## src/hw/rtl/mbt_pkg.sv

```systemverilog
// ----------------------------------------------------------------------------
// mbt_pkg
// Types and constants shared by the metronome beat timer.
// ----------------------------------------------------------------------------
`default_nettype none

package mbt_pkg;

    localparam int unsigned CFG_IDX_W  = 3;
    localparam int unsigned CFG_DATA_W = 12;

    localparam int unsigned NUM_W   = 4;
    localparam int unsigned FREQ_W  = 12;
    localparam int unsigned TONE_W  = 8;
    localparam int unsigned TEMPO_W = 8;
    localparam int unsigned CD_W    = 12;
    localparam int unsigned DELTA_W = 4;

    localparam int unsigned DIV_N_W   = 16;
    localparam int unsigned DIV_D_W   = 8;
    localparam int unsigned DIV_CNT_W = 5;

    localparam logic [DIV_N_W-1:0]   MS_PER_MINUTE = 16'd60000;
    localparam logic [CD_W-1:0]      BEAT_FIRST_MS = 12'd1000;
    localparam logic [TEMPO_W-1:0]   TEMPO_RESET   = 8'd60;
    localparam logic [TEMPO_W-1:0]   TEMPO_HIGH    = 8'd240;
    localparam logic [TEMPO_W-1:0]   TEMPO_LOW     = 8'd30;

    localparam logic [NUM_W-1:0]  NUM_FIRST_RESET  = 4'd4;
    localparam logic [NUM_W-1:0]  NUM_SECOND_RESET = 4'd3;
    localparam logic [FREQ_W-1:0] ACCENT_RESET     = 12'd880;
    localparam logic [FREQ_W-1:0] NORMAL_RESET     = 12'd440;
    localparam logic [TONE_W-1:0] TONE_LEN_RESET   = 8'd50;

    typedef enum logic [CFG_IDX_W-1:0] {
        CFG_NUM_FIRST  = 3'd0,
        CFG_NUM_SECOND = 3'd1,
        CFG_ACCENT     = 3'd2,
        CFG_NORMAL     = 3'd3,
        CFG_TONE_LEN   = 3'd4
    } t_cfg_reg;

    typedef struct packed {
        logic busy;
        logic done;
    } t_div_stat;

    typedef struct packed {
        logic              tone_active;
        logic [FREQ_W-1:0] tone_freq;
        logic              beat_fired;
        logic [NUM_W-1:0]  beat_number;
        logic [TEMPO_W-1:0] tempo_bpm;
        logic [NUM_W-1:0]  bar_length;
    } t_out_req;

endpackage

`default_nettype wire

```

## src/hw/rtl/mbt_if.sv

```systemverilog
// ----------------------------------------------------------------------------
// mbt_in_if / mbt_out_if
// Valid/ready request channels of the metronome beat timer.
// ----------------------------------------------------------------------------
`default_nettype none

interface mbt_in_if;
    import mbt_pkg::*;

    logic                      valid;
    logic                      ready;
    logic                      kind;
    logic signed [DELTA_W-1:0] bpm_delta;
    logic                      button_pressed;

    modport source (output valid, kind, bpm_delta, button_pressed, input ready);
    modport sink   (input valid, kind, bpm_delta, button_pressed, output ready);
endinterface

interface mbt_out_if;
    import mbt_pkg::*;

    logic               valid;
    logic               ready;
    logic               tone_active;
    logic [FREQ_W-1:0]  tone_freq;
    logic               beat_fired;
    logic [NUM_W-1:0]   beat_number;
    logic [TEMPO_W-1:0] tempo_bpm;
    logic [NUM_W-1:0]   bar_length;

    modport source (output valid, tone_active, tone_freq, beat_fired, beat_number,
                    tempo_bpm, bar_length, input ready);
    modport sink   (input valid, tone_active, tone_freq, beat_fired, beat_number,
                    tempo_bpm, bar_length, output ready);
endinterface

`default_nettype wire

```

## src/hw/rtl/mbt_div.sv

```systemverilog
// ----------------------------------------------------------------------------
// mbt_div
// Restoring divider, one quotient bit per cycle, shared by the beat sequencer.
// ----------------------------------------------------------------------------
`default_nettype none

module mbt_div (
    input  wire logic                        i_clk,
    input  wire logic                        i_rst_n,
    input  wire logic                        i_start,
    input  wire logic [mbt_pkg::DIV_N_W-1:0] i_dividend,
    input  wire logic [mbt_pkg::DIV_D_W-1:0] i_divisor,
    output logic      [mbt_pkg::DIV_N_W-1:0] o_quotient,
    output logic      [mbt_pkg::DIV_D_W-1:0] o_remainder,
    output mbt_pkg::t_div_stat               o_stat
);
    import mbt_pkg::*;

    logic [DIV_N_W-1:0]   r_q;
    logic [DIV_D_W-1:0]   r_rem;
    logic [DIV_D_W-1:0]   r_div;
    logic [DIV_CNT_W-1:0] r_cnt;
    logic                 r_busy;
    logic                 r_done;

    logic [DIV_D_W:0]     shifted;
    logic [DIV_D_W:0]     diff;
    logic                 fits;

    assign shifted = {r_rem, r_q[DIV_N_W-1]};
    assign diff    = shifted - {1'b0, r_div};
    assign fits    = shifted >= {1'b0, r_div};

    always_ff @(posedge i_clk) begin
        if (!i_rst_n) begin
            r_busy <= 1'b0;
            r_done <= 1'b0;
            r_cnt  <= '0;
        end else begin
            r_done <= 1'b0;
            if (i_start) begin
                r_busy <= 1'b1;
                r_cnt  <= DIV_CNT_W'(DIV_N_W);
            end else if (r_busy) begin
                r_cnt <= r_cnt - 1'b1;
                if (r_cnt == DIV_CNT_W'(1)) begin
                    r_busy <= 1'b0;
                    r_done <= 1'b1;
                end
            end
        end
    end

    always_ff @(posedge i_clk) begin
        if (i_start) begin
            r_q   <= i_dividend;
            r_rem <= '0;
            r_div <= i_divisor;
        end else if (r_busy) begin
            r_q   <= {r_q[DIV_N_W-2:0], fits};
            r_rem <= fits ? diff[DIV_D_W-1:0] : shifted[DIV_D_W-1:0];
        end
    end

    assign o_quotient  = r_q;
    assign o_remainder = r_rem;
    assign o_stat.busy = r_busy;
    assign o_stat.done = r_done;

endmodule

`default_nettype wire

```

## src/hw/rtl/metronome_beat_timer_top.sv

```systemverilog
// ----------------------------------------------------------------------------
// metronome_beat_timer_top
// Metronome beat generator driven by millisecond ticks and control samples.
// ----------------------------------------------------------------------------
// Every request yields one result request. A control sample, or a tick that
// fires no beat, is taken and its result is registered at once; the next
// request can follow in the next cycle when the result is taken. A tick that
// fires a beat starts the shared restoring divider, which runs two 16-step
// passes, first 60000 / tempo for the countdown reload, then the beat position
// wrap modulo the bar length. Each pass is started and then its result is
// picked up; after both passes the S_DONE state registers the result. The
// input stays not ready until the result is registered, and longer while the
// previous result waits.
`default_nettype none

module metronome_beat_timer_top (
    input  wire logic                           i_clk,
    input  wire logic                           i_rst_n,
    mbt_in_if.sink                              i_in,
    mbt_out_if.source                           o_out,
    input  wire logic                           i_cfg_we,
    input  wire logic [mbt_pkg::CFG_IDX_W-1:0]  i_cfg_index,
    input  wire logic [mbt_pkg::CFG_DATA_W-1:0] i_cfg_data
);
    import mbt_pkg::*;

    typedef enum logic [3:0] {
        S_IDLE = 4'b0001,
        S_DIVT = 4'b0010,
        S_DIVP = 4'b0100,
        S_DONE = 4'b1000
    } t_state;

    logic [NUM_W-1:0]   r_num_first;
    logic [NUM_W-1:0]   r_num_second;
    logic [FREQ_W-1:0]  r_accent;
    logic [FREQ_W-1:0]  r_normal;
    logic [TONE_W-1:0]  r_tone_len;

    t_state             r_state,     n_state;
    logic [TEMPO_W-1:0] r_tempo,     n_tempo;
    logic [NUM_W-1:0]   r_pos,       n_pos;
    logic               r_sig,       n_sig;
    logic               r_btn_prev,  n_btn_prev;
    logic [CD_W-1:0]    r_beat_cd,   n_beat_cd;
    logic [TONE_W-1:0]  r_tone_cd,   n_tone_cd;
    logic [FREQ_W-1:0]  r_last_freq, n_last_freq;
    logic [NUM_W-1:0]   r_sounded,   n_sounded;
    logic               r_out_valid, n_out_valid;
    t_out_req           r_out,       n_out;

    logic               accept;
    logic               out_free;
    logic [NUM_W-1:0]   num_sel;
    logic [NUM_W-1:0]   num_eff;
    logic [NUM_W-1:0]   num_next;
    logic [TEMPO_W-1:0] tempo_base;
    logic [TEMPO_W:0]   tempo_sum;
    logic               delta_pos;

    logic               div_start;
    logic [DIV_N_W-1:0] div_dividend;
    logic [DIV_D_W-1:0] div_divisor;
    logic [DIV_N_W-1:0] div_quotient;
    logic [DIV_D_W-1:0] div_remainder;
    t_div_stat          div_stat;

    mbt_div u_div (
        .i_clk       (i_clk),
        .i_rst_n     (i_rst_n),
        .i_start     (div_start),
        .i_dividend  (div_dividend),
        .i_divisor   (div_divisor),
        .o_quotient  (div_quotient),
        .o_remainder (div_remainder),
        .o_stat      (div_stat)
    );

    assign out_free   = !r_out_valid || o_out.ready;
    assign i_in.ready = (r_state == S_IDLE) && out_free;
    assign accept     = i_in.valid && i_in.ready;

    assign num_sel  = r_sig ? r_num_second : r_num_first;
    assign num_eff  = (num_sel == '0) ? NUM_W'(1) : num_sel;
    assign num_next = n_sig ? r_num_second : r_num_first;

    assign delta_pos = !i_in.bpm_delta[DELTA_W-1] && (i_in.bpm_delta != '0);

    always_comb begin
        if ((r_tempo >= TEMPO_HIGH) && delta_pos) begin
            tempo_base = TEMPO_LOW - 1'b1;
        end else if ((r_tempo <= TEMPO_LOW) && i_in.bpm_delta[DELTA_W-1]) begin
            tempo_base = TEMPO_HIGH + 1'b1;
        end else begin
            tempo_base = r_tempo;
        end
        tempo_sum = {1'b0, tempo_base}
                  + {{(TEMPO_W+1-DELTA_W){i_in.bpm_delta[DELTA_W-1]}}, i_in.bpm_delta};
    end

    always_comb begin
        n_state     = r_state;
        n_tempo     = r_tempo;
        n_pos       = r_pos;
        n_sig       = r_sig;
        n_btn_prev  = r_btn_prev;
        n_beat_cd   = r_beat_cd;
        n_tone_cd   = r_tone_cd;
        n_last_freq = r_last_freq;
        n_sounded   = r_sounded;
        n_out_valid = r_out_valid && !o_out.ready;
        n_out       = r_out;

        div_start    = 1'b0;
        div_dividend = MS_PER_MINUTE;
        div_divisor  = DIV_D_W'(r_tempo);

        case (r_state)
            S_IDLE: begin
                if (accept) begin
                    if (!i_in.kind) begin
                        if (r_tone_cd != '0) begin
                            n_tone_cd = r_tone_cd - 1'b1;
                        end
                        if (r_beat_cd <= CD_W'(1)) begin
                            n_tone_cd   = r_tone_len;
                            n_last_freq = (r_pos == '0) ? r_accent : r_normal;
                            n_sounded   = r_pos;
                            div_start   = 1'b1;
                            n_state     = S_DIVT;
                        end else begin
                            n_beat_cd = r_beat_cd - 1'b1;
                        end
                    end else begin
                        n_tempo = tempo_sum[TEMPO_W-1:0];
                        if (i_in.button_pressed && !r_btn_prev) begin
                            n_sig = !r_sig;
                            n_pos = '0;
                        end
                        n_btn_prev = i_in.button_pressed;
                    end
                    if (n_state == S_IDLE) begin
                        n_out_valid       = 1'b1;
                        n_out.tone_active = (n_tone_cd != '0);
                        n_out.tone_freq   = r_last_freq;
                        n_out.beat_fired  = 1'b0;
                        n_out.beat_number = '0;
                        n_out.tempo_bpm   = n_tempo;
                        n_out.bar_length  = num_next;
                    end
                end
            end
            S_DIVT: begin
                if (div_stat.done) begin
                    n_beat_cd    = div_quotient[CD_W-1:0];
                    div_start    = 1'b1;
                    div_dividend = DIV_N_W'({1'b0, r_pos} + 1'b1);
                    div_divisor  = DIV_D_W'(num_eff);
                    n_state      = S_DIVP;
                end
            end
            S_DIVP: begin
                if (div_stat.done) begin
                    n_pos   = div_remainder[NUM_W-1:0];
                    n_state = S_DONE;
                end
            end
            S_DONE: begin
                if (out_free) begin
                    n_out_valid       = 1'b1;
                    n_out.tone_active = (r_tone_cd != '0);
                    n_out.tone_freq   = r_last_freq;
                    n_out.beat_fired  = 1'b1;
                    n_out.beat_number = r_sounded;
                    n_out.tempo_bpm   = r_tempo;
                    n_out.bar_length  = num_sel;
                    n_state           = S_IDLE;
                end
            end
            default: begin
                n_state = S_IDLE;
            end
        endcase
    end

    always_ff @(posedge i_clk) begin
        if (!i_rst_n) begin
            r_state     <= S_IDLE;
            r_tempo     <= TEMPO_RESET;
            r_pos       <= '0;
            r_sig       <= 1'b0;
            r_btn_prev  <= 1'b0;
            r_beat_cd   <= BEAT_FIRST_MS;
            r_tone_cd   <= '0;
            r_last_freq <= '0;
            r_out_valid <= 1'b0;
        end else begin
            r_state     <= n_state;
            r_tempo     <= n_tempo;
            r_pos       <= n_pos;
            r_sig       <= n_sig;
            r_btn_prev  <= n_btn_prev;
            r_beat_cd   <= n_beat_cd;
            r_tone_cd   <= n_tone_cd;
            r_last_freq <= n_last_freq;
            r_out_valid <= n_out_valid;
        end
    end

    always_ff @(posedge i_clk) begin
        r_sounded <= n_sounded;
        r_out     <= n_out;
    end

    always_ff @(posedge i_clk) begin
        if (!i_rst_n) begin
            r_num_first  <= NUM_FIRST_RESET;
            r_num_second <= NUM_SECOND_RESET;
            r_accent     <= ACCENT_RESET;
            r_normal     <= NORMAL_RESET;
            r_tone_len   <= TONE_LEN_RESET;
        end else if (i_cfg_we) begin
            case (i_cfg_index)
                CFG_NUM_FIRST:  r_num_first  <= i_cfg_data[NUM_W-1:0];
                CFG_NUM_SECOND: r_num_second <= i_cfg_data[NUM_W-1:0];
                CFG_ACCENT:     r_accent     <= i_cfg_data[FREQ_W-1:0];
                CFG_NORMAL:     r_normal     <= i_cfg_data[FREQ_W-1:0];
                CFG_TONE_LEN:   r_tone_len   <= i_cfg_data[TONE_W-1:0];
                default: begin
                end
            endcase
        end
    end

    assign o_out.valid       = r_out_valid;
    assign o_out.tone_active = r_out.tone_active;
    assign o_out.tone_freq   = r_out.tone_freq;
    assign o_out.beat_fired  = r_out.beat_fired;
    assign o_out.beat_number = r_out.beat_number;
    assign o_out.tempo_bpm   = r_out.tempo_bpm;
    assign o_out.bar_length  = r_out.bar_length;

endmodule

`default_nettype wire

```

## src/flat_wrapper.sv

```systemverilog
// flat-port wrapper written by rule: the top's interface ports become plain ports
module metronome_beat_timer_top_flat import mbt_pkg::*;
  (i_clk, i_rst_n, i_cfg_we, i_cfg_index, i_cfg_data, i_in_valid, i_in_kind, i_in_bpm_delta, i_in_button_pressed, i_in_ready, o_out_valid, o_out_tone_active, o_out_tone_freq, o_out_beat_fired, o_out_beat_number, o_out_tempo_bpm, o_out_bar_length, o_out_ready);
  mbt_in_if i_in_i ();
  mbt_out_if o_out_i ();
  input  wire logic i_clk;
  input  wire logic i_rst_n;
  input  wire logic i_cfg_we;
  input  wire logic [mbt_pkg::CFG_IDX_W-1:0] i_cfg_index;
  input  wire logic [mbt_pkg::CFG_DATA_W-1:0] i_cfg_data;
  input wire logic [$bits(i_in_i.valid)-1:0] i_in_valid;
  input wire logic [$bits(i_in_i.kind)-1:0] i_in_kind;
  input wire logic [$bits(i_in_i.bpm_delta)-1:0] i_in_bpm_delta;
  input wire logic [$bits(i_in_i.button_pressed)-1:0] i_in_button_pressed;
  output wire logic [$bits(i_in_i.ready)-1:0] i_in_ready;
  output wire logic [$bits(o_out_i.valid)-1:0] o_out_valid;
  output wire logic [$bits(o_out_i.tone_active)-1:0] o_out_tone_active;
  output wire logic [$bits(o_out_i.tone_freq)-1:0] o_out_tone_freq;
  output wire logic [$bits(o_out_i.beat_fired)-1:0] o_out_beat_fired;
  output wire logic [$bits(o_out_i.beat_number)-1:0] o_out_beat_number;
  output wire logic [$bits(o_out_i.tempo_bpm)-1:0] o_out_tempo_bpm;
  output wire logic [$bits(o_out_i.bar_length)-1:0] o_out_bar_length;
  input wire logic [$bits(o_out_i.ready)-1:0] o_out_ready;
  assign i_in_i.valid = i_in_valid;
  assign i_in_i.kind = i_in_kind;
  assign i_in_i.bpm_delta = i_in_bpm_delta;
  assign i_in_i.button_pressed = i_in_button_pressed;
  assign i_in_ready = i_in_i.ready;
  assign o_out_valid = o_out_i.valid;
  assign o_out_tone_active = o_out_i.tone_active;
  assign o_out_tone_freq = o_out_i.tone_freq;
  assign o_out_beat_fired = o_out_i.beat_fired;
  assign o_out_beat_number = o_out_i.beat_number;
  assign o_out_tempo_bpm = o_out_i.tempo_bpm;
  assign o_out_bar_length = o_out_i.bar_length;
  assign o_out_i.ready = o_out_ready;
  metronome_beat_timer_top u_core (.i_clk(i_clk), .i_rst_n(i_rst_n), .i_in(i_in_i), .o_out(o_out_i), .i_cfg_we(i_cfg_we), .i_cfg_index(i_cfg_index), .i_cfg_data(i_cfg_data));
endmodule
```

## config.mk

```make
export PLATFORM = sky130hd
export DESIGN_NAME = metronome_beat_timer_top_flat
export DESIGN_NICKNAME = d
export VERILOG_FILES = /design/src/hw/rtl/mbt_pkg.sv /design/src/hw/rtl/mbt_if.sv /design/src/hw/rtl/mbt_div.sv /design/src/hw/rtl/metronome_beat_timer_top.sv /design/src/flat_wrapper.sv
export SDC_FILE = /design/constraint.sdc
export NUM_CORES = 1
export LEC_CHECK = 0
export ABC_AREA = 1
export BUFFER_PORTS_ARGS = -buffer_cell sky130_fd_sc_hd__buf_2
export CORE_MARGIN = 3
export CORE_UTILIZATION = 55
export CTS_CLUSTER_SIZE = 12
export DETAILED_ROUTE_END_ITERATION = 10
export PLACE_DENSITY_LB_ADDON = 0.3
export SYNTH_ARGS = -nofsm -noshare
export SYNTH_HDL_FRONTEND = slang
export SYNTH_SLANG_ARGS = --single-unit
```

## constraint.sdc

```tcl
create_clock -name i_clk -period 6.6 [get_ports i_clk]
set_input_delay 1.65 -clock i_clk [delete_from_list [all_inputs] [get_ports i_clk]]
set_output_delay 1.65 -clock i_clk [all_outputs]
set_load 0.02 [all_outputs]
```

=== Yosys cells after proc, flatten, opt, wreduce, memory -nomap -nowiden ===
Index checks and enable logic that the tools add are counted.

* Flip-flop bits (word level): 164
* Input bits: 26
* Output and inout bits: 32
* Logic and storage cells: 158

* Add/sub/neg operators: 6
* $lt $le $gt $ge: 4
* Eq/ne operators: 19
* Muxes and demuxes: 61
* Bitwise operators: 3
* Reduce and logical (&&, ||, !) cells: 37

{| class="wikitable"
|+ Operators with widths
! operator !! count
|-
| 2-to-1 mux 30 bit || 3
|-
| 2-to-1 mux 8 bit || 11
|-
| 2-to-1 mux 16 bit || 4
|-
| 2-to-1 mux 12 bit || 5
|-
| 2-to-1 mux 4 bit || 15
|-
| one-hot mux 30 bit (2 select lines) || 1
|-
| one-hot mux 12 bit (2 select lines) || 1
|-
| one-hot mux 4 bit (4 select lines) || 1
|-
| nonzero test 8 bit || 2
|-
| 2-to-1 mux 1 bit || 15
|-
| inequality test 2 bit, second input constant || 7
|-
| less-or-equal comparator 12 x 1 -> 1 bit, second input constant || 1
|-
| AND reduction 2 bit || 6
|-
| AND reduction 4 bit || 3
|-
| subtractor 12 x 1 -> 12 bit, second input constant || 1
|-
| 2-to-1 mux 5 bit || 2
|-
| AND reduction 5 bit || 2
|-
| greater-or-equal comparator 9 x 8 -> 1 bit || 1
|-
| adder 8 bit || 1
|-
| equality test 4 x 1 -> 1 bit, second input constant || 2
|-
| greater-or-equal comparator 8 bit, second input constant || 1
|-
| less-or-equal comparator 8 x 5 -> 1 bit, second input constant || 1
|-
| zero test 4 bit || 2
|-
| one-hot mux 4 bit (2 select lines) || 1
|-
| 23 further kinds || 41
|}

=== Logic depth before layout (Yosys ltp) ===
Gate-level depths: netlist (run 1).

* Word-level depth: 10
* Mapped depth: 18
* Gate-level depth less buffers: 18

=== Hierarchy ===
From an unflattened synthesis (run 1), not the netlist that was laid out.

* Cell total of the unflattened synthesis: 1061
* Area, all modules: 8291.7 um^2

{| class="wikitable"
|+ Modules (own cells, without submodules)
! module !! instances !! cells each !! area each (um^2) !! sequential area each (um^2)
|-
| metronome_beat_timer_top || 1 || 816 || 6217.2 || 2842.7
|-
| mbt_div || 1 || 245 || 2074.5 || 1021.0
|}

=== Least setup slack after synthesis (run 1) ===
No wires, ideal clock.

* Path kind: input port to flip-flop
* From: input i_in_bpm_delta[1]
* To: register u_core.r_out (netlist bit u_core.o_out.tempo_bpm[6]) (data pin)
* Library setup time: 255 ps
* Arrival time: 3631 ps
* Data required time: 6345 ps
* Path slack: 2714 ps
* Stages on the path: 14
* Buffers on the path: 0
* Path through: or3_1 > nand2_1 > inv_1 > nor3_1 > inv_1 > fa_1 > o21ai_0 > nand2_1 > nand2_1 > a21oi_1 > nand3_1 > nand3_1 > o21ai_0 > inv_1

{| class="wikitable"
|+ RTL lines
! element !! line !! text
|-
| start: declaration || flat_wrapper.sv:13 || <nowiki>input wire logic [$bits(i_in_i.bpm_delta)-1:0] i_in_bpm_delta;</nowiki>
|-
| end signal: assignment || metronome_beat_timer_top.sv:212 || <nowiki>r_out <= n_out;</nowiki>
|-
| end: declaration || metronome_beat_timer_top.sv:50 || <nowiki>t_out_req r_out, n_out;</nowiki>
|}

=== Worst setup path after layout (run 1) ===
* From: input o_out_ready
* To: output i_in_ready

* Word-level cells in the longest chain between the ends: 2

{| class="wikitable"
|+ Ends and longest elaborated chain
! element !! line !! text
|-
| start: declaration || flat_wrapper.sv:23 || <nowiki>input wire logic [$bits(o_out_i.ready)-1:0] o_out_ready;</nowiki>
|-
| logical OR 1 bit || metronome_beat_timer_top.sv:79 || <nowiki>assign out_free = !r_out_valid || o_out.ready;</nowiki>
|-
| logical AND 1 bit || metronome_beat_timer_top.sv:80 || <nowiki>assign i_in.ready = (r_state == S_IDLE) && out_free;</nowiki>
|-
| end: declaration || flat_wrapper.sv:15 || <nowiki>output wire logic [$bits(i_in_i.ready)-1:0] i_in_ready;</nowiki>
|}

No other way between the ends.

==> results of run 1 <==
metrics by stage:
stage	utilization, %	total power [mW]	cell area (sq um)	worst slack, ns	hold slack (ns)
global placement	59.94	1.541	8417	2.406	0.4141
CTS	64.34	2.573	9035	2.672	0.4313
finish	64.34	2.562	9035	2.672	0.4303
detailed placement	59.94	1.550	8417	2.317	0.4176
floorplan	-	1.441	8014	2.714	0.4082
global route	64.34	2.679	9035	2.545	0.4325
cells in the final DEF (no fill, tap or decap), drive strengths merged, types with 3 or more instances in the layout:
master / instances
nand2: 198
nor2: 144
inv: 139
o21ai: 107
dfxtp: 106
buf: 61
edfxtp: 58
a21oi: 55
nand3: 54
ha: 22
o211ai: 18
clkbuf: 17
nor3: 12
nand4: 10
xor2: 10
xnor2: 7
nand3b: 6
a211oi: 6
clkinv: 5
bufinv: 3
or2: 3
report_power, final:
group          leakage [nW]  total, mW  internal, mW  switching [mW]
Clock                 0.296       1.03         0.604           0.426
Combinational          2.26      0.388         0.129           0.258
Sequential             1.41       1.14          1.11          0.0356
worst max-delay path: stages:
cell and delay (ns):
buf_2 0.09, nor2_1 0.28, nor2_4 0.08, buf_2 0.17
state kept, by name, indices dropped and copies added (netlist names), 5 cells and up:
register,flops
u_core.r_accent,12
u_core.r_beat_cd,12
u_core.u_div.r_cnt,5
u_core.u_div.o_quotient,16
u_core.r_tempo,8
u_core.r_tone_cd,8
u_core.u_div.r_div,8
u_core.o_out.tempo_bpm,8
u_core.r_tone_len,8
u_core.o_out.tone_freq,12
u_core.r_normal,12
u_core.r_last_freq,12
u_core.u_div.o_remainder,8
layer usage:
layer / up-vias / global-route usage, % / routed length, microns
met3: 18 / 4.084 / 1048
met2: 182 / 34.62 / 8087
met1: 2998 / 32.40 / 8422
li1: 3398 / - / -
met5: - / 0 / 0
met4: 0 / 8.517 / 253
worst min-delay path by stage:
stage / from / end / cells past startpoint
after global placement: u_core.r_last_freq[2] / u_core.o_out.tone_freq[2] / 0
after detailed placement: u_core.r_last_freq[1] / u_core.o_out.tone_freq[1] / 0
after floorplan: u_core.r_pos[3] / u_core.r_sounded[3] / 0
after CTS: u_core.r_last_freq[3] / u_core.o_out.tone_freq[3] / 0
after global routing: u_core.r_last_freq[1] / u_core.o_out.tone_freq[1] / 0
final: u_core.r_last_freq[1] / u_core.o_out.tone_freq[1] / 0
final cells by class:
cell class                      count  area [sq um]  area share, %
Timing Repair Buffer               61         315.3          3.490
Inverter                          134         515.5          5.706
Clock inverter                     15         192.7          2.133
Sequential cell                   164          3864          42.76
Clock buffer                       17         425.4          4.708
Multi-Input combinational cell    671          3497          38.71
Tap cell                          180         225.2          2.493
kinds of logic (layout without fill, tap and decap cells):
logic type,after synthesis,after routing,synth area share [%]
XOR/XNOR,17,17,1.952
flip-flops,164,164,48.21
adder cells (fa/ha/maj),24,24,3.934
AO/OA/AOI/OAI,200,200,13.79
buffers and inverters,162,227,8.150
AND/OR/NAND/NOR,430,430,23.97
==> results.json, run 1 <==
{
  "synth.most_common_cell": "nand2_1",
  "status": "completed",
  "period_minus_slack_ns": 3.928,
  "relSlewSlack_pct": 43.11,
  "postCtsSetupBuffers": 0,
  "crit_end": "i_in_ready",
  "synthesis.area_sq_um": 8014,
  "ys_types": 50,
  "setup_tns_ns": 0,
  "hold_viol": 0,
  "grt_pass1_wl_microns": 29440,
  "grt_pass1_vias": 6101,
  "start_kind": "primary input",
  "wl_per_cell_microns": 14.34,
  "fp-row-count": 43,
  "dp_hpwl_microns": 12700,
  "cts_buffers": 17,
  "ff2ff_setup_slack_ns": 3.71,
  "cts_tree": "built",
  "nets": 1099,
  "ant_nets": 0,
  "drc": 0,
  "timing.final.crit_share_pct": 59.52,
  "fmax_mhz": 254.6,
  "min_path_type": "flop to flop",
  "worst_clock_skew_ns": 0.006532,
  "postRouteWirelength_microns": 17810,
  "synth-async-reset-ratio_pct": 0,
  "ys_seq_area_share_pct": 48.21,
  "n_antenna_cell": 0,
  "synth_common_cells": "192 x nand2_1, 131 x nor2_1, 123 x inv_1, 106 x dfxtp_1, 94 x o21ai_0",
  "r2r_end": "u_core.o_out.tempo_bpm[6]",
  "syn-num-nets": 1047,
  "worst_pin_slew_ns": 0.8510,
  "yosys_warnings": 0,
  "clockBufferDepth": 2,
  "p_leak_nw": 3.966,
  "fillers": 1176,
  "viasPerCell": 5.311,
  "gp_congestion": 0.9054,
  "clkSinkCount": 164,
  "io_buffers": 57,
  "worstPathArrival_ns": 2.28,
  "drive_above_1_share_pct": 12.52,
  "report.final.setup_viol": 0,
  "start_util_pct": 57.07,
  "r2r-start": "u_core.r_tempo[1]",
  "drt-pass1-iter-count": 5,
  "rsz0062_at_grt": "no",
  "critPathLaunch": "o_out_ready",
  "pin_count": 58,
  "ir_drop_uv": 148.8,
  "root_buffer": "clkbuf_16",
  "globalRouteTotalUtil_pct": 22.70,
  "drtIter0Drc": 599,
  "yosys-top-cells-area": "dfxtp_1 26%, edfxtp_1 22%, nand2_1 9.0%",
  "coreArea_sq_um": 14040,
  "ys.flop_type": "dfxtp_1",
  "area_growth_pct": 12.74,
  "dp.cells": 1210,
  "post_cts_resized": 0,
  "ys_ff_latch": 164,
  "clk_latency_ns": 0.43,
  "synth_largest_area_cell": "dfxtp_1",
  "path_class": "primary input to primary output",
  "htreeDepth": 4,
  "grt_max_degree": 80,
  "grt-ovfl-total": 0,
  "die_y_microns": 126.7,
  "maxSlewViolCount": 0,
  "synth_edf_count": 58,
  "path_max_fanout": 3,
  "synth_cells": 997,
  "endpoint_kind": "primary output",
  "synth_top_area_share_pct": 26.48,
  "final_cells": 1242,
  "fp.dieArea_sq_um": 16060,
  "floorplan.die.width_microns": 126.7,
  "powerDensity_nw_per_um2": 283.6,
  "r2r_cells": 14,
  "maxCapViolations": 0,
  "holdBufCountCts": 0,
  "path_clk_slew_ns": 0.07,
  "required_ns": 4.95,
  "antenna_found_initial": 0,
  "synth_area_per_cell_sq_um": 8.038,
  "route.vias.total": 6596
}
(Power assumes the default switching activity.)
==> run 2: changes to the inputs <==
Settings changed: ABC_AREA 1 to 0.
Clock period 6.6 ns to 3.6 ns, I/O delays scaled along.
==> run 2 against run 1 <==
Global-route usage fell by 1.0 points. Worst setup slack got worse by 2.2 ns. Clock-buffer cell count rose by 6. Sequential share of layout area fell by 0.34 points. First-iteration DRC count fell by 15%. Critical path depth rose by 9. Final cell count fell by 13%. Die area fell by 0.65%. Utilization rose by 0.52 points. Largest cell class unchanged. Largest power group unchanged.
==> results.json, run 2 <==
{
  "pin_count": 58,
  "p_leak_nw": 3.844,
  "grt_max_degree": 44,
  "synth_largest_area_cell": "dfxtp_1",
  "dp_hpwl_microns": 11870,
  "wl_per_cell_microns": 15.69,
  "route.vias.total": 6134,
  "ir_drop_uv": 363.0,
  "path_clk_slew_ns": 0.06,
  "synth.most_common_cell": "nand2_1",
  "nets": 942,
  "clockBufferDepth": 2,
  "powerDensity_nw_per_um2": 501.9,
  "holdBufCountCts": 0,
  "status": "completed",
  "rsz0062_at_grt": "no",
  "postCtsSetupBuffers": 0,
  "worst_clock_skew_ns": 0.008739,
  "setup_tns_ns": 0,
  "drtIter0Drc": 512,
  "die_y_microns": 126.3,
  "yosys-top-cells-area": "dfxtp_1 27%, edfxtp_1 22%, nand2_1 6.7%",
  "maxCapViolations": 0,
  "io_buffers": 57,
  "relSlewSlack_pct": 37.05,
  "cts_buffers": 17,
  "ys_ff_latch": 164,
  "hold_viol": 0,
  "post_cts_resized": 0,
  "report.final.setup_viol": 0,
  "placed_area_sq_um": 8467,
  "synthesis.area_sq_um": 7959,
  "largest_reg_flops": 16,
  "cpPeakStageDelay_ns": 0.55,
  "clk_latency_ns": 0.42,
  "synth_area_per_cell_sq_um": 9.475,
  "coreArea_sq_um": 14040,
  "synth_edf_count": 58,
  "maxSlewViolCount": 0,
  "start_util_pct": 56.68,
  "min_path_type": "flop to flop",
  "clkSinkCount": 164,
  "finalWorstSetupSlack_ns": 0.4939,
  "required_ns": 3.75,
  "path_class": "flop to flop",
  "root_buffer": "clkbuf_16",
  "worstPathArrival_ns": 3.25,
  "postRouteWirelength_microns": 17020,
  "area_growth_pct": 14.43,
  "ys_types": 74,
  "path_max_fanout": 11,
  "synth_common_cells": "143 x nand2_1, 106 x dfxtp_1, 70 x nor2_1, 58 x edfxtp_1, 40 x o21ai_0",
  "synth-async-reset-ratio_pct": 0,
  "syn-num-nets": 890,
  "start_kind": "flop",
  "globalRouteTotalUtil_pct": 21.70,
  "fmax_mhz": 321.9,
  "layout_commonest_cell": "nand2_1",
  "synth_top_area_share_pct": 26.66,
  "drive_above_1_share_pct": 15.14,
  "htreeDepth": 4,
  "viasPerCell": 5.653,
  "critPathSlowestCell": "nor4_1",
  "antenna_found_initial": 0,
  "crit_chain": "nand2_1 -> nor4_1 -> or3_1 -> ha_1 -> inv_1 -> fa_1 -> nor2b_1 -> o21ai_0 -> nand2b_1 -> a21o_1 -> a21oi_1 -> xor2_1 -> o21ai_0",
  "fp.dieArea_sq_um": 15950,
  "yosys_warnings": 0,
  "pre_cts_ws_ns": 0.07817,
  "drc": 0,
  "cts_tree": "built",
  "cpMostUsedCell": "o21ai_0",
  "grt_pass1_vias": 5798,
  "ys.flop_type": "dfxtp_1",
  "endpoint_kind": "flop",
  "ant_nets": 0,
  "fp-row-count": 43,
  "design_area_sq_um": 9107,
  "worst_pin_slew_ns": 0.9312,
  "timing.final.crit_share_pct": 86.28,
  "synth_cells": 840,
  "drt-pass1-iter-count": 5,
  "final_cell_mix": "143 x nand2_1, 106 x dfxtp_1, 69 x nor2_1",
  "grt-ovfl-total": 0,
  "n_antenna_cell": 0,
  "period_minus_slack_ns": 3.106,
  "floorplan.die.width_microns": 126.3,
  "ys_seq_area_share_pct": 48.55,
  "gp_congestion": 0.8694,
  "grt_pass1_wl_microns": 28430
}
run 2: cell types whose count changed in the layout (fill, tap and decap cells not counted), sizes merged, moves of 13 or more:
cell / change
inv: -104
nor2: -72
o21ai: -66
nand2: -54
nand3: -32
a21oi: -29
mux2i: +29
a21boi: +28
o211a: +17
and2: +14
nor2b: +13
run 2: cells by family (layout without fill, tap and decap cells):
kind of cell             after synthesis  after routing  synth area share [%]
AO/OA/AOI/OAI                        182            182                 15.85
adder cells (fa/ha/maj)               24             24                 3.962
buffers and inverters                 73            138                 3.679
XOR/XNOR                              13             13                 1.431
AND/OR/NAND/NOR                      347            347                 21.76
multiplexers                          37             37                 4.779
flip-flops                           164            164                 48.55
run 2: worst paths after layout:
check | start | slack, ns | end | cells after the start
setup reg to reg | u_core.r_tempo[6] | 0.49 | u_core.o_out.tempo_bpm[6] | 13
hold reg to reg | u_core.r_last_freq[8] | 0.43 | u_core.o_out.tone_freq[8] | 0
setup / recovery | u_core.r_tempo[6] | 0.49 | u_core.o_out.tempo_bpm[6] | 13
hold / removal | u_core.r_last_freq[8] | 0.43 | u_core.o_out.tone_freq[8] | 0
run 2: worst max-delay path, delay by kind of cell, from the launching register on:
kind | cells | cell delay (ns)
and+or+nand+nor | 5 | 1.10
buffers and inverters | 1 | 0.06
DFF | 1 | 0.51
adders and majority gates | 2 | 0.58
AOI/OAI and AO/OA | 4 | 0.38
xor gates and xnor gates | 1 | 0.19
run 2: area by class of cell:
| class | instances | area [sq um] |
|---|---|---|
| timing repair buffer | 73 | 430.4 |
| clock inverter | 9 | 108.9 |
| tap | 180 | 225.2 |
| sequential | 164 | 3864 |
| clock buffer | 23 | 531.8 |
| inverter | 33 | 123.9 |
| multi-input combinational | 603 | 3824 |
| fill | 1129 | 4935 |
run 2: stage by stage:
step	instances	hold slack, ns	power, mW	util [%]
floorplan	840	0.4090	2.536	-
global placement	1053	0.4190	2.689	60.30
detailed placement	1053	0.4200	2.698	60.30
CTS	1085	0.4376	4.603	64.86
global route	1085	0.4486	4.762	64.86
finish	1085	0.4325	4.571	64.86
run 2: where the power goes:
| part | switching, mW | internal (mW) | leakage [nW] |
|---|---|---|---|
| Clock | 0.723 | 1.19 | 0.310 |
| Combinational | 0.345 | 0.254 | 2.11 |
| Sequential | 0.0613 | 2.00 | 1.42 |
| Total | 1.13 | 3.44 | 3.84 |
run 2: metal layers:
| metal | global-route usage, % | vias to the layer above | part of all wire [%] |
|---|---|---|---|
| met4 | 5.489 | 0 | 1.2 |
| met3 | 4.547 | 18 | 4.5 |
| li1 | - | 3091 | - |
| met1 | 30.96 | 2881 | 48 |
| met2 | 34.08 | 144 | 46 |
| met5 | 0 | - | 0 |
==> run 3: changes to the inputs <==
Settings changed: CTS_CLUSTER_SIZE 12 to 20, MAX_ROUTING_LAYER set to met4.
==> run 3 against run 2 <==
Worst setup slack gained 0.055 ns. Clock power decreased by 12%. Utilization is 0.76 points lower. Sequential share of layout area up 0.50 points. Critical path depth increased by 1. Register-to-register slack gained 0.09 ns. Global-route usage is 0.56 points higher. First-iteration DRC count up 7.6%. Non-clock buffer count down 1. Highest routed layer unchanged. Combinational power about the same. Die area unchanged. Sequential power about the same. Largest power group unchanged.
==> results.json, run 3 (same netlist as run 2, synthesis figures left out) <==
{
  "status": "completed",
  "fmax_mhz": 327.7,
  "ff2ff_setup_slack_ns": 0.58,
  "dp_hpwl_microns": 11730,
  "gp_congestion": 0.8775,
  "crit_buf_inv": 3,
  "fp.dieArea_sq_um": 15950,
  "io_buffers": 57,
  "critPathSlowestCell": "a2111oi_0",
  "cpPeakStageDelay_ns": 0.38,
  "postCtsSetupBuffers": 0,
  "die_y_microns": 126.3,
  "rsz0062_at_grt": "no",
  "r2r_end": "u_core.o_out.tempo_bpm[7]",
  "min_path_cells": 0,
  "finalWorstSetupSlack_ns": 0.5485,
  "path_clk_slew_ns": 0.06,
  "grt_max_degree": 39,
  "start_kind": "primary input",
  "maxSlewViolCount": 0,
  "min_path_type": "flop to flop",
  "worstPathArrival_ns": 3.21,
  "htreeDepth": 4,
  "wl_per_cell_microns": 15.44,
  "period_minus_slack_ns": 3.051,
  "hp-start": "u_core.r_last_freq[8]",
  "powerDensity_nw_per_um2": 483.0,
  "viasPerCell": 5.642,
  "start_util_pct": 56.68,
  "antenna_found_initial": 0,
  "hold_end": "u_core.o_out.tone_freq[8]",
  "crit_chain": "buf_2 -> nand2b_1 -> a2111oi_0 -> buf_4 -> nor2_1 -> nand2_1 -> inv_1 -> ha_1 -> a211oi_1 -> o21ai_0 -> o211ai_1 -> a21oi_1 -> o211ai_1 -> o21ai_0",
  "drc": 0,
  "ir_drop_uv": 335.3,
  "worst_clock_skew_ns": 0.009628,
  "grt_pass1_wl_microns": 28120,
  "r2r-start": "u_core.r_tempo[6]",
  "endpoint_kind": "flop",
  "path_max_fanout": 3,
  "grt_pass1_vias": 5629,
  "clkSinkCount": 164,
  "critPathLaunch": "i_in_bpm_delta[3]",
  "nets": 941,
  "cts_tree": "built",
  "post-route-util_pct": 64.10,
  "ant_nets": 0,
  "clockBufferDepth": 2,
  "required_ns": 3.75,
  "postRouteWirelength_microns": 16740,
  "grt-ovfl-total": 0,
  "largest_reg_flops": 16,
  "holdBufCountCts": 0,
  "n_antenna_cell": 0,
  "clk_latency_ns": 0.43,
  "setup_tns_ns": 0,
  "relSlewSlack_pct": 35.34,
  "drt-pass1-iter-count": 6,
  "final_cell_mix": "143 x nand2_1, 106 x dfxtp_1, 69 x nor2_1",
  "post_cts_resized": 0,
  "globalRouteTotalUtil_pct": 22.26,
  "worst_path_dominant_cell_family": "compound AO/OA/AOI/OAI gates",
  "worst_pin_slew_ns": 0.9564,
  "hold_viol": 0,
  "route.vias.total": 6116,
  "area_growth_pct": 13.10,
  "floorplan.die.width_microns": 126.3,
  "timing.final.crit_share_pct": 84.76,
  "hold_ws_ns": 0.4341,
  "cts_buffers": 17,
  "r2r_cells": 12,
  "pre_cts_ws_ns": 0.1584,
  "layout_commonest_cell": "nand2_1",
  "drive_above_1_share_pct": 15.04,
  "coreArea_sq_um": 14040,
  "drtIter0Drc": 551,
  "path_class": "primary input to flop",
  "report.final.setup_viol": 0,
  "fp-row-count": 43,
  "root_buffer": "clkbuf_16",
  "maxCapViolations": 0,
  "pin_count": 58,
  "p_leak_nw": 3.790
}
[run 3: cell types whose count changed in the layout (fill, tap and decap cells not counted), sizes merged]
cell / change
clkinv: +4
inv: +1
clkbuf: -3
buf: -1
bufinv: -2
[run 3: where the power goes]
group / leakage (nW) / switching [mW] / total, mW / internal (mW)
Sequential: 1.42 / 0.0604 / 2.06 / 2.00
Combinational: 2.10 / 0.348 / 0.600 / 0.252
Clock: 0.266 / 0.756 / 1.69 / 0.930
[run 3: layer usage]
metal / share of wire, % / vias up / track usage [%]
li1: - / 3095 / -
met1: 49 / 2849 / 30.54
met2: 45 / 153 / 33.99
met3: 4.4 / 19 / 3.705
met4: 1.5 / 0 / 7.319
met5: 0 / - / -
[run 3: cell type report]
cell class              instances  area (sq um)
inverters                      33         123.9
clock inverters                12         97.59
repair buffers                 72         410.4
well taps                     180         225.2
multi-input cells             603          3824
clock buffers                  20         456.7
flip-flops and latches        164          3864
fillers                      1121          5041
[run 3: worst max path at each step]
| stage | endpoint | slack (ns) | depth (start not counted) |
|---|---|---|---|
| final | u_core.o_out.tempo_bpm[7] | 0.55 | 14 |
| after detailed placement | u_core.o_out.tempo_bpm[6] | 0.16 | 15 |
| after floorplan | u_core.o_out.tempo_bpm[6] | 0.30 | 12 |
| after CTS | u_core.o_out.tempo_bpm[6] | 0.58 | 15 |
| after global routing | u_core.o_out.tempo_bpm[7] | 0.24 | 12 |
| after global placement | u_core.o_out.tempo_bpm[7] | 0.19 | 14 |
[run 3: stage by stage]
step | power, mW | instances | cell area [sq um]
after floorplan | 2.536 | 840 | 7959
after global placement | 2.689 | 1052 | 8447
after detailed placement | 2.697 | 1052 | 8447
after CTS | 4.374 | 1084 | 9001
after global routing | 4.533 | 1084 | 9001
final | 4.347 | 1084 | 9001
